File: config.mk
export PLATFORM = sky130hd
export DESIGN_NAME = utf8_byte_stream_decoder
export DESIGN_NICKNAME = d
export VERILOG_FILES = /design/src/rtl/u8dec_pkg.sv /design/src/rtl/utf8_byte_stream_decoder.sv /design/src/rtl/u8dec_step.sv
export SDC_FILE = /design/constraint.sdc
export NUM_CORES = 1
export LEC_CHECK = 0
export BUFFER_PORTS_ARGS = -buffer_cell sky130_fd_sc_hd__buf_2
export CORE_ASPECT_RATIO = 0.8
export CORE_MARGIN = 2
export CORE_UTILIZATION = 45
export CTS_CLUSTER_SIZE = 20
export DETAILED_ROUTE_END_ITERATION = 10
export PLACE_DENSITY = 0.67
export SYNTH_ARGS = -nofsm -noshare
export SYNTH_HDL_FRONTEND = slang
export SYNTH_SLANG_ARGS = --single-unit
File: constraint.sdc
create_clock -name clk -period 2 [get_ports clk]
set_input_delay 0.1 -clock clk [delete_from_list [all_inputs] [get_ports clk]]
set_output_delay 0.1 -clock clk [all_outputs]
set_load 0.005 [all_outputs]
File: src/rtl/u8dec_pkg.sv
package u8dec_pkg;

    // result status codes
    localparam logic [1:0] ST_PENDING = 2'd0;
    localparam logic [1:0] ST_DONE    = 2'd1;
    localparam logic [1:0] ST_NULL    = 2'd2;
    localparam logic [1:0] ST_ILLEGAL = 2'd3;

    localparam int unsigned CP_W  = 21;
    localparam int unsigned LEN_W = 3;

    // byte classification masks
    localparam logic [7:0] MASK_B7   = 8'b1000_0000;
    localparam logic [7:0] MASK_TOP2 = 8'b1100_0000;
    localparam logic [7:0] MASK_TOP3 = 8'b1110_0000;
    localparam logic [7:0] MASK_TOP4 = 8'b1111_0000;
    localparam logic [7:0] MASK_TOP5 = 8'b1111_1000;
    localparam logic [7:0] MASK_LOW6 = 8'b0011_1111;

    // partial sequence kept between bytes
    typedef struct packed {
        logic [1:0]       bytes_held;
        logic [LEN_W-1:0] expected_len;
        logic [CP_W-1:0]  partial_value;
    } seq_state_t;

    // one result item
    typedef struct packed {
        logic [1:0]       status;
        logic [CP_W-1:0]  code_point;
        logic [LEN_W-1:0] seq_length;
    } dec_result_t;

endpackage

File: src/rtl/utf8_byte_stream_decoder.sv
// UTF-8 byte stream decoder.
// Input channel: in_valid / in_ready with in_byte, one raw byte per transfer.
// Output channel: out_valid / out_ready with status, code_point, seq_length.
// Every input byte produces exactly one result: pending while a multi-byte
// sequence is open, done with the code point and length when it closes, null
// when the decoded value is zero, illegal for a bad lead or continuation byte
// (the byte is consumed and the open sequence dropped).
// The result is registered and shows on the output in the cycle after the
// input transfer.
// Throughput: one byte per cycle while results drain; the per-byte decode is
// a single mask and shift stage between the input and the result register.
// The block takes a new byte while the result register is empty or being
// drained in the same cycle; a stalled receiver holds the result and pauses
// the input through in_ready.
// Reset (rst_n low, asynchronous) drops any partial sequence and empties the
// result register.
module utf8_byte_stream_decoder
    import u8dec_pkg::*;
(
    input  logic                clk,
    input  logic                rst_n,
    input  logic                in_valid,
    output logic                in_ready,
    input  logic [7:0]          in_byte,
    output logic                out_valid,
    input  logic                out_ready,
    output logic [1:0]          status,
    output logic [CP_W-1:0]     code_point,
    output logic [LEN_W-1:0]    seq_length
);

    seq_state_t  state_reg;
    seq_state_t  state_next;
    dec_result_t result_next;
    dec_result_t result_reg;
    logic        out_valid_reg;
    logic        in_xfer;

    assign in_ready = !out_valid_reg || out_ready;
    assign in_xfer  = in_valid && in_ready;

    // per-byte decode
    u8dec_step u_step (
        .in_byte    (in_byte),
        .state      (state_reg),
        .state_next (state_next),
        .result     (result_next)
    );

    // sequence state
    always_ff @(posedge clk or negedge rst_n)
    begin
        if (!rst_n)
        begin
            state_reg <= '0;
        end
        else if (in_xfer)
        begin
            state_reg <= state_next;
        end
    end

    // result register valid
    always_ff @(posedge clk or negedge rst_n)
    begin
        if (!rst_n)
        begin
            out_valid_reg <= 1'b0;
        end
        else if (in_xfer)
        begin
            out_valid_reg <= 1'b1;
        end
        else if (out_ready)
        begin
            out_valid_reg <= 1'b0;
        end
    end

    // result payload
    always_ff @(posedge clk)
    begin
        if (in_xfer)
        begin
            result_reg <= result_next;
        end
    end

    assign out_valid  = out_valid_reg;
    assign status     = result_reg.status;
    assign code_point = result_reg.code_point;
    assign seq_length = result_reg.seq_length;

    // length is reported only for a completed character
    assert property (@(posedge clk) disable iff (!rst_n)
        out_valid_reg |-> ((result_reg.status == ST_DONE) == (result_reg.seq_length != '0)))
        else $error("seq_length does not match status");

    // a completed character never carries a zero code point
    assert property (@(posedge clk) disable iff (!rst_n)
        (out_valid_reg && result_reg.status == ST_DONE) |-> (result_reg.code_point != '0))
        else $error("done status with zero code point");

    // code point is zero for any other status
    assert property (@(posedge clk) disable iff (!rst_n)
        (out_valid_reg && result_reg.status != ST_DONE) |-> (result_reg.code_point == '0))
        else $error("code point set without done status");

    // an open sequence always has a multi-byte length beyond the bytes held
    assert property (@(posedge clk) disable iff (!rst_n)
        (state_reg.bytes_held != 2'd0) |->
            (state_reg.expected_len >= LEN_W'(2) && state_reg.expected_len <= LEN_W'(4)
             && {1'b0, state_reg.bytes_held} < state_reg.expected_len))
        else $error("inconsistent partial sequence state");

    // a pending result leaves a sequence open
    assert property (@(posedge clk) disable iff (!rst_n)
        (in_xfer && result_next.status == ST_PENDING) |=> (state_reg.bytes_held != 2'd0))
        else $error("pending result without open sequence");

endmodule

File: src/rtl/u8dec_step.sv
module u8dec_step
    import u8dec_pkg::*;
(
    input  logic [7:0]  in_byte,
    input  seq_state_t  state,
    output seq_state_t  state_next,
    output dec_result_t result
);

    logic [LEN_W-1:0] lead_len;
    logic [CP_W-1:0]  lead_bits;
    logic [CP_W-1:0]  cont_value;
    logic [1:0]       held_inc;
    logic             cont_done;

    // lead byte length and kept payload bits
    always_comb
    begin
        lead_len  = '0;
        lead_bits = '0;
        priority if ((in_byte & MASK_B7) == 8'h00)
        begin
            lead_len  = LEN_W'(1);
            lead_bits = CP_W'(in_byte);
        end
        else if ((in_byte & MASK_TOP3) == MASK_TOP2)
        begin
            lead_len  = LEN_W'(2);
            lead_bits = CP_W'(in_byte[4:0]);
        end
        else if ((in_byte & MASK_TOP4) == MASK_TOP3)
        begin
            lead_len  = LEN_W'(3);
            lead_bits = CP_W'(in_byte[3:0]);
        end
        else if ((in_byte & MASK_TOP5) == MASK_TOP4)
        begin
            lead_len  = LEN_W'(4);
            lead_bits = CP_W'(in_byte[2:0]);
        end
        else
        begin
            // continuation byte or 0xF8 and above cannot start a sequence
            lead_len  = '0;
            lead_bits = '0;
        end
    end

    // continuation byte appends six bits
    assign cont_value = {state.partial_value[CP_W-7:0], in_byte[5:0] & MASK_LOW6[5:0]};
    assign held_inc   = state.bytes_held + 2'd1;
    assign cont_done  = (held_inc == 2'd0) || ({1'b0, held_inc} >= state.expected_len);

    // next state and result
    always_comb
    begin
        state_next = '0;
        result     = '0;
        if (state.bytes_held == 2'd0)
        begin
            if (lead_len == '0)
            begin
                result.status = ST_ILLEGAL;
            end
            else if (lead_len == LEN_W'(1))
            begin
                if (lead_bits == '0)
                begin
                    result.status = ST_NULL;
                end
                else
                begin
                    result.status     = ST_DONE;
                    result.code_point = lead_bits;
                    result.seq_length = lead_len;
                end
            end
            else
            begin
                state_next.bytes_held    = 2'd1;
                state_next.expected_len  = lead_len;
                state_next.partial_value = lead_bits;
                result.status            = ST_PENDING;
            end
        end
        else if ((in_byte & MASK_TOP2) != MASK_B7)
        begin
            result.status = ST_ILLEGAL;
        end
        else if (cont_done)
        begin
            if (cont_value == '0)
            begin
                result.status = ST_NULL;
            end
            else
            begin
                result.status     = ST_DONE;
                result.code_point = cont_value;
                result.seq_length = state.expected_len;
            end
        end
        else
        begin
            state_next.bytes_held    = held_inc;
            state_next.expected_len  = state.expected_len;
            state_next.partial_value = cont_value;
            result.status            = ST_PENDING;
        end
    end

endmodule

==> summary.md, run 1 <==
| Metric | Value |
|---|---|
| Layout Utilization | `60.6%` |
| Seq. cell area | `1310 µm²` |
| Clk_skew | `0.00397 ns` |
| Global route overflow | `0` |
| RSZ-0062 raised after global routing | `yes` |
| Worst EP arrival | `2.14 ns` |
| Relative slew margins | `69.5%` |
| Worst R2R Start | `state_reg[24]` |
| Synth async-reset ratio | `44.7%` |
| Most common cell after layout, fill and taps aside | `buf_2` |
| Setup-failing EPs final | `33` |
| Clk slew on worst S/H paths | `0.09 ns` |
| Busiest grt layer | `met2` |
| Ys Warns | `0` |
| Worst slew pin tran | `0.457 ns` |
| Mux cell area share after synthesis | `2.09%` |
| Max FFs per register | `21` |
| Tot GR Track Use | `18.6%` |
| Reg2reg end | `code_point[6]` |
| Crit-path max cell delay | `0.38 ns` |
| Slowest cell on crit path | `dfrtp_1` |
| CP startpoint kind | `flop` |
| M3 GR Usage | `4.80%` |
| Cells after synthesis | `157` |
| Multi-input gate area | `724 µm²` |
| Ant. Diodes | `0` |
| Drt drc | `0` |
| WL per Instance | `16.0 µm` |
| Crit end category | `flop` |
| Drt initial violations | `117` |
| Final cell count without fillers | `270` |
| Final HPWL DP | `3030 µm` |
| Layout cell share with drive strength beyond 1 | `37.1%` |
| Port bufs | `39` |
| H-Tree Depth | `2` |
| Crit path time final | `2.08 ns` |
| Crit-path cells | `inv_2 -> ha_4 -> ha_4 -> nor2b_4 -> a221o_1 -> buf_4 -> a32o_1` |
| Synth unique cells | `36` |
| Commonest non-fill, non-tap cells in the layout | `buf_2 (39), edfxtp_1 (26), dfrtp_1 (21)` |
| Hold EP | `out_valid` |
| Largest net degree at the start of global routing | `30` |
| Post-synthesis compound-gate area fraction | `11.3%` |
| CTS root buffer | `clkbuf_8` |
| Status | `finished with violations` |
| Die area | `5070 µm²` |
| Xor/xnor share of the synthesized area | `0%` |
| Met2 GRT Util | `28.4%` |
| Worst Hold Class | `primary input to flop` |
| Chip Height | `64.1 µm` |
| Max cap viols | `0` |
| Placer Congestion | `0.885` |
| Crit path kind | `flop to flop` |
| Vias per inst | `5.59` |
| DR vias | `1509` |
| TritonCTS Buffers | `5` |
| Initial antenna violation count | `0` |
| Hold_sp | `in_valid` |
| Met1 usage | `25.5%` |
| Mapped Area | `2030 µm²` |
| # fillers | `371` |
| Synthesized-area fraction occupied by adder cells | `2.46%` |
| Initial Utilization | `47.7%` |
| Worst slack at placement | `-0.0353 ns` |
| Post-synth EDFFs | `26` |
| Failing checks | `negative setup slack` |
| Die extent in x | `79.1 µm` |
| Synth Flop Type | `edfxtp_1` |
| R2R Setup Slk | `-0.08 ns` |
| Register-to-Register Path Depth | `7` |
| Max VDD drop | `401 µV` |
| CTS Buffer Depth | `2` |
| Crit Path Max Fanout | `6` |
| Fin. Hold Viols | `0` |
| Main combinational cell family by area after synthesis | `simple AND/OR/NAND/NOR gates` |
| Final Max Tran Viols | `0` |
| CP delay by family, top | `compound AO/OA/AOI/OAI gates` |
| Placed cells | `260` |
| Simple-Gate Fraction of Synth Area | `17.1%` |
| Clock sink total | `47` |
| Number of global-route vias before repair | `1413` |
| Leak Pwr | `1.20 nW` |
| Final #Nets | `228` |
| First-pass GRT wire length | `7000 µm` |
| Core ar. | `4260 µm²` |
| Clk_lat worst skew | `0.31 ns` |
| Hold path cells | `2` |
| # IOs | `40` |
| Power Density | `850 nW/µm²` |
| CTS tree | `done` |
| Tcrit/Tclk final | `104%` |
| Mean Syn Cell Area | `12.9 µm²` |
| Antenna Nets Post-Route | `0` |
| Most frequent cell on the critical path | `ha_4` |
| First-pass DRT Iterations | `4` |
| Synthesized flop and latch total | `47` |
| Syn Nets | `173` |
| Wirelength, routed | `4330 µm` |
| Rows | `21` |
| Crit path required time | `2.06 ns` |
| P&R area growth vs syn | `26.8%` |
| Fmax | `481 MHz` |
| Sequential area share after synthesis | `64.3%` |
| Setup ws final | `-0.0798 ns` |
| Buf/Inv on CP | `2` |
-- per-layer routing --
metal | up-vias | wire length (µm)
met5 | - | 0
met4 | 0 | 87
met3 | 8 | 290
met2 | 53 | 1930
met1 | 750 | 2020
li1 | 698 | -
-- how the worst max path moves through the flow --
stage	slack [ns]	cells after the start	end	start
after floorplan	-0.03	8	code_point[5]	state_reg[24]
after global placement	0.02	4	seq_length[0]	state_reg[9]
after detailed placement	-0.04	7	code_point[6]	state_reg[24]
after CTS	-0.06	7	code_point[6]	state_reg[24]
after global routing	-0.11	7	code_point[6]	state_reg[24]
final	-0.08	7	code_point[6]	state_reg[24]
-- cell type report --
class,instances,share of cell area (%)
clock inverters,3,1.80
well taps,57,2.77
repair buffers,56,13.1
multi-input cells,96,28.1
flip-flops and latches,47,50.7
clock buffers,5,2.67
inverters,6,0.874
-- worst register-to-register path, delay by kind of cell (launching register included) --
kind | cells | cell delay (ns)
AOI/OAI and AO/OA | 2 | 0.63
and+or+nand+nor | 1 | 0.12
adders and majority gates | 2 | 0.47
DFF | 1 | 0.38
buffers and inverters | 2 | 0.23
-- kinds of logic after synthesis --
group,count (synthesis)
AND/OR/NAND/NOR,58
flip-flops,47
AO/OA/AOI/OAI,30
buffers and inverters,14
multiplexers,4
adder cells (fa/ha/maj),4
-- what timing repair did --
| item | 4_1_cts | 5_1_grt |
|---|---|---|
| endpoints found under the setup margin | 34 | 45 |
| gates resized for setup | 0 | 4 |
| hold buffers | 1 | 0 |
| hold endpoints to repair | 21 | 0 |
| pin swaps | 0 | 1 |
| setup buffers | 1 | 0 |
-- cell usage after synthesis, drive strengths merged, types with 3 or more instances --
cell,number,area (µm²)
nand2,8,30.0
nor4,3,18.8
a21oi,8,40.0
and3,18,113
dfrtp,21,526
or4,3,26.3
nand2b,5,31.3
a22o,12,105
ha,4,50.1
clkbuf,6,22.5
nor2,3,11.3
inv,6,22.5
and2,6,38.8
edfxtp,26,781
nor3,4,25.0
-- power by group --
group	switching (W)	total (W)	leakage (nW)	internal (W)
combinational	0.000194	0.000370	0.608	0.000176
clock	0.000333	0.000710	0.0548	0.000376
sequential	0.0000300	0.00111	0.539	0.00108
total	0.000557	0.00219	1.20	0.00163
-- stage by stage --
step	TNS, ns	cell area, µm²	power [W]	hold slack (ns)
detailed placement	-0.221	2420	0.00148	0.0761
finish	-1.29	2580	0.00219	0.0213
global placement	0	2420	0.00146	0.0687
floorplan	-0.171	2080	0.00133	-0.196
CTS	-0.722	2560	0.00220	0.0134
global route	-3.28	2580	0.00228	0.0348
Power figures use the tool's default switching activity.
==> run 2: changes to the inputs <==
--- a/config.mk
+++ b/config.mk
@@ -12,6 +12,8 @@
 export CTS_CLUSTER_SIZE = 20
 export DETAILED_ROUTE_END_ITERATION = 10
 export PLACE_DENSITY = 0.67
+export SLEW_MARGIN = 20
 export SYNTH_ARGS = -nofsm -noshare
 export SYNTH_HDL_FRONTEND = slang
 export SYNTH_SLANG_ARGS = --single-unit
+export TNS_END_PERCENT = 50
==> run 2 against run 1 <==
The run still ends with negative setup slack left. Hold slack about the same. Maximum frequency increased by 1.1%. Final cell count unchanged. Register-to-register slack improved by 0.02 ns. Combinational power about the same. Sequential share of layout area unchanged. Worst setup slack improved by 0.022 ns. Via count is 0.27% higher. First-iteration DRC count down 11%. Utilization did not move.
==> summary.md, run 2 (synthesis results as in run 1) <==
| Metric | Value |
|---|---|
| Status | `finished with violations` |
| Failing checks | `negative setup slack` |
| Power Density | `849 nW/µm² (-0.15%)` |
| Final HPWL DP | `3030 µm (unchanged)` |
| CTS Buffer Depth | `2 (unchanged)` |
| Final Max Tran Viols | `0 (unchanged)` |
| DR vias | `1513 (+0.27%)` |
| WL per Instance | `16.0 µm (-0.35%)` |
| Placed cells | `260 (unchanged)` |
| Worst slack at placement | `-0.0353 ns (unchanged)` |
| H-Tree Depth | `2 (unchanged)` |
| Sw Share | `25.3% (-0.096 points)` |
| Clk slew on worst S/H paths | `0.09 ns (about the same)` |
| Comb pwr share | `16.8% (about the same)` |
| P&R area growth vs syn | `26.8% (unchanged)` |
| Drt drc | `0 (unchanged)` |
| CTS tree | `done` |
| Max VDD drop | `401 µV (about the same)` |
| Antenna Nets Post-Route | `0 (unchanged)` |
| P_sw | `0.000554 W (-0.53%)` |
| Layout cell share with drive strength beyond 1 | `37.1% (unchanged)` |
| Clock sink total | `47 (unchanged)` |
| Fmax | `486 MHz (+1.1%)` |
| Drt initial violations | `104 (-11%)` |
| Relative slew margins | `69.5% (about the same)` |
| R2R Setup Slk | `-0.06 ns (+0.02 ns)` |
| Wirelength, routed | `4320 µm (-0.35%)` |
| Initial antenna violation count | `0 (unchanged)` |
| Register-to-Register Path Depth | `7 (unchanged)` |
| Worst EP arrival | `2.12 ns (-0.02 ns)` |
| # IOs | `40 (unchanged)` |
| Port bufs | `39 (unchanged)` |
| Crit path time final | `2.06 ns (-0.0219 ns)` |
| Reg2reg end | `code_point[6]` |
| Crit Path Max Fanout | `6 (unchanged)` |
| Worst slew pin tran | `0.458 ns (+0.000902 ns)` |
| Max cap viols | `0 (unchanged)` |
| Setup-failing EPs final | `30 (-9.1%)` |
| Vias per inst | `5.60 (+0.27%)` |
| CP startpoint kind | `flop` |
| Crit end category | `flop` |
| Placer Congestion | `0.885 (unchanged)` |
| Int Pwr | `0.00163 W (about the same)` |
| Chip Height | `64.1 µm (unchanged)` |
| CTS root buffer | `clkbuf_8` |
| Ant. Diodes | `0 (unchanged)` |
| Most common cell after layout, fill and taps aside | `buf_2` |
| Tot GR Track Use | `18.6% (unchanged)` |
| Number of global-route vias before repair | `1413 (unchanged)` |
| Pwr Total | `0.00219 W (-0.15%)` |
| First-pass GRT wire length | `7000 µm (unchanged)` |
| Final #Nets | `228 (unchanged)` |
| Clk pwr share | `32.4% (about the same)` |
| RSZ-0062 raised after global routing | `yes` |
| Die area | `5070 µm² (unchanged)` |
| Worst Hold Class | `primary input to flop` |
| Largest net degree at the start of global routing | `30 (unchanged)` |
| Crit path required time | `2.06 ns (about the same)` |
| Max FFs per register | `21 (unchanged)` |
| Initial Utilization | `47.7% (unchanged)` |
| Commonest non-fill, non-tap cells in the layout | `buf_2 (39), edfxtp_1 (26), dfrtp_1 (21)` |
| First-pass DRT Iterations | `4 (unchanged)` |
| Fin. Hold Viols | `0 (unchanged)` |
| Global route overflow | `0 (unchanged)` |
| Core ar. | `4260 µm² (unchanged)` |
| Leak Pwr | `1.20 nW (about the same)` |
| Setup ws final | `-0.0579 ns (+0.0219 ns)` |
| Clk_lat worst skew | `0.31 ns (about the same)` |
| Crit path kind | `flop to flop` |
| Worst R2R Start | `state_reg[24]` |
| Seq pwr share | `50.8% (about the same)` |
| Tcrit/Tclk final | `103% (-1.1 points)` |
| CP startpoint | `state_reg[24]` |
| Clk_skew | `0.00428 ns (+0.000315 ns)` |
| Final cell count without fillers | `270 (unchanged)` |
| TNS Setup | `-0.804 ns (+0.482 ns)` |
| Worst Setup EP | `code_point[6]` |
| TritonCTS Buffers | `5 (unchanged)` |
| Die extent in x | `79.1 µm (unchanged)` |
| Rows | `21 (unchanged)` |
## run 2: cell counts in the layout (fill, tap and decap cells not counted)
Identical to the previous run, type by type.
## run 2: power by group through the flow
stage          combinational (W)  clock [W]  sequential, W
2_1_floorplan           0.000200          0        0.00113
3_3_place_gp            0.000335          0        0.00113
3_5_place_dp            0.000350          0        0.00113
4_1_cts                 0.000360   0.000725        0.00111
5_1_grt                 0.000404   0.000761        0.00112
6_report                0.000367   0.000709        0.00111
## run 2: final cells by class
type	count	area [µm²]
clock inverters	3	46.3
inverters	6	22.5
fillers	371	1680
well taps	57	71.3
clock buffers	5	68.8
repair buffers	56	338
multi-input cells	96	724
flip-flops and latches	47	1310
## run 2: timing repair
action | 4_1_cts | 5_1_grt
gates resized for setup | 0 | 4
hold buffers | 1 | 0
setup endpoints to repair | 34 | 44
buffers inserted | 1 | 0
cloned | 0 | 0
pin swaps | 1 | 1
hold endpoints to repair | 21 | 0
## run 2: metrics by stage
step | hold slack [ns] | util (%) | instance area [µm²]
after global placement | 0.0687 | 57.0 | 2420
final | 0.0213 | 60.6 | 2580
after floorplan | -0.196 | - | 2080
after detailed placement | 0.0761 | 57.0 | 2420
after global routing | 0.0348 | 60.6 | 2580
after CTS | 0.0134 | 60.1 | 2560
## run 2: layer usage
metal	GRT usage (%)	wire, µm	share of wire [%]
met3	4.80	304	7.0
met2	28.4	1930	45
met4	7.76	89	2.1
met1	25.5	1990	46
met5	0	0	0
## run 2: how the worst min path moves through the flow
stage | startpoint | endpoint | slack [ns] | cells after the start
final | in_valid | out_valid | 0.02 | 2
after global routing | in_valid | out_valid | 0.03 | 2
after CTS | in_valid | out_valid | 0.01 | 2
after detailed placement | rst_n | out_valid | 0.08 | 1
after global placement | rst_n | out_valid | 0.07 | 1
after floorplan | rst_n | out_valid | -0.20 | 0
## run 2: critical path, stage by stage, from the launching register on
cell and delay, ns:
dfrtp_1 0.38, inv_2 0.06, ha_4 0.28, ha_4 0.19, nor2b_4 0.12, a221o_1 0.37, buf_4 0.17, a32o_1 0.25
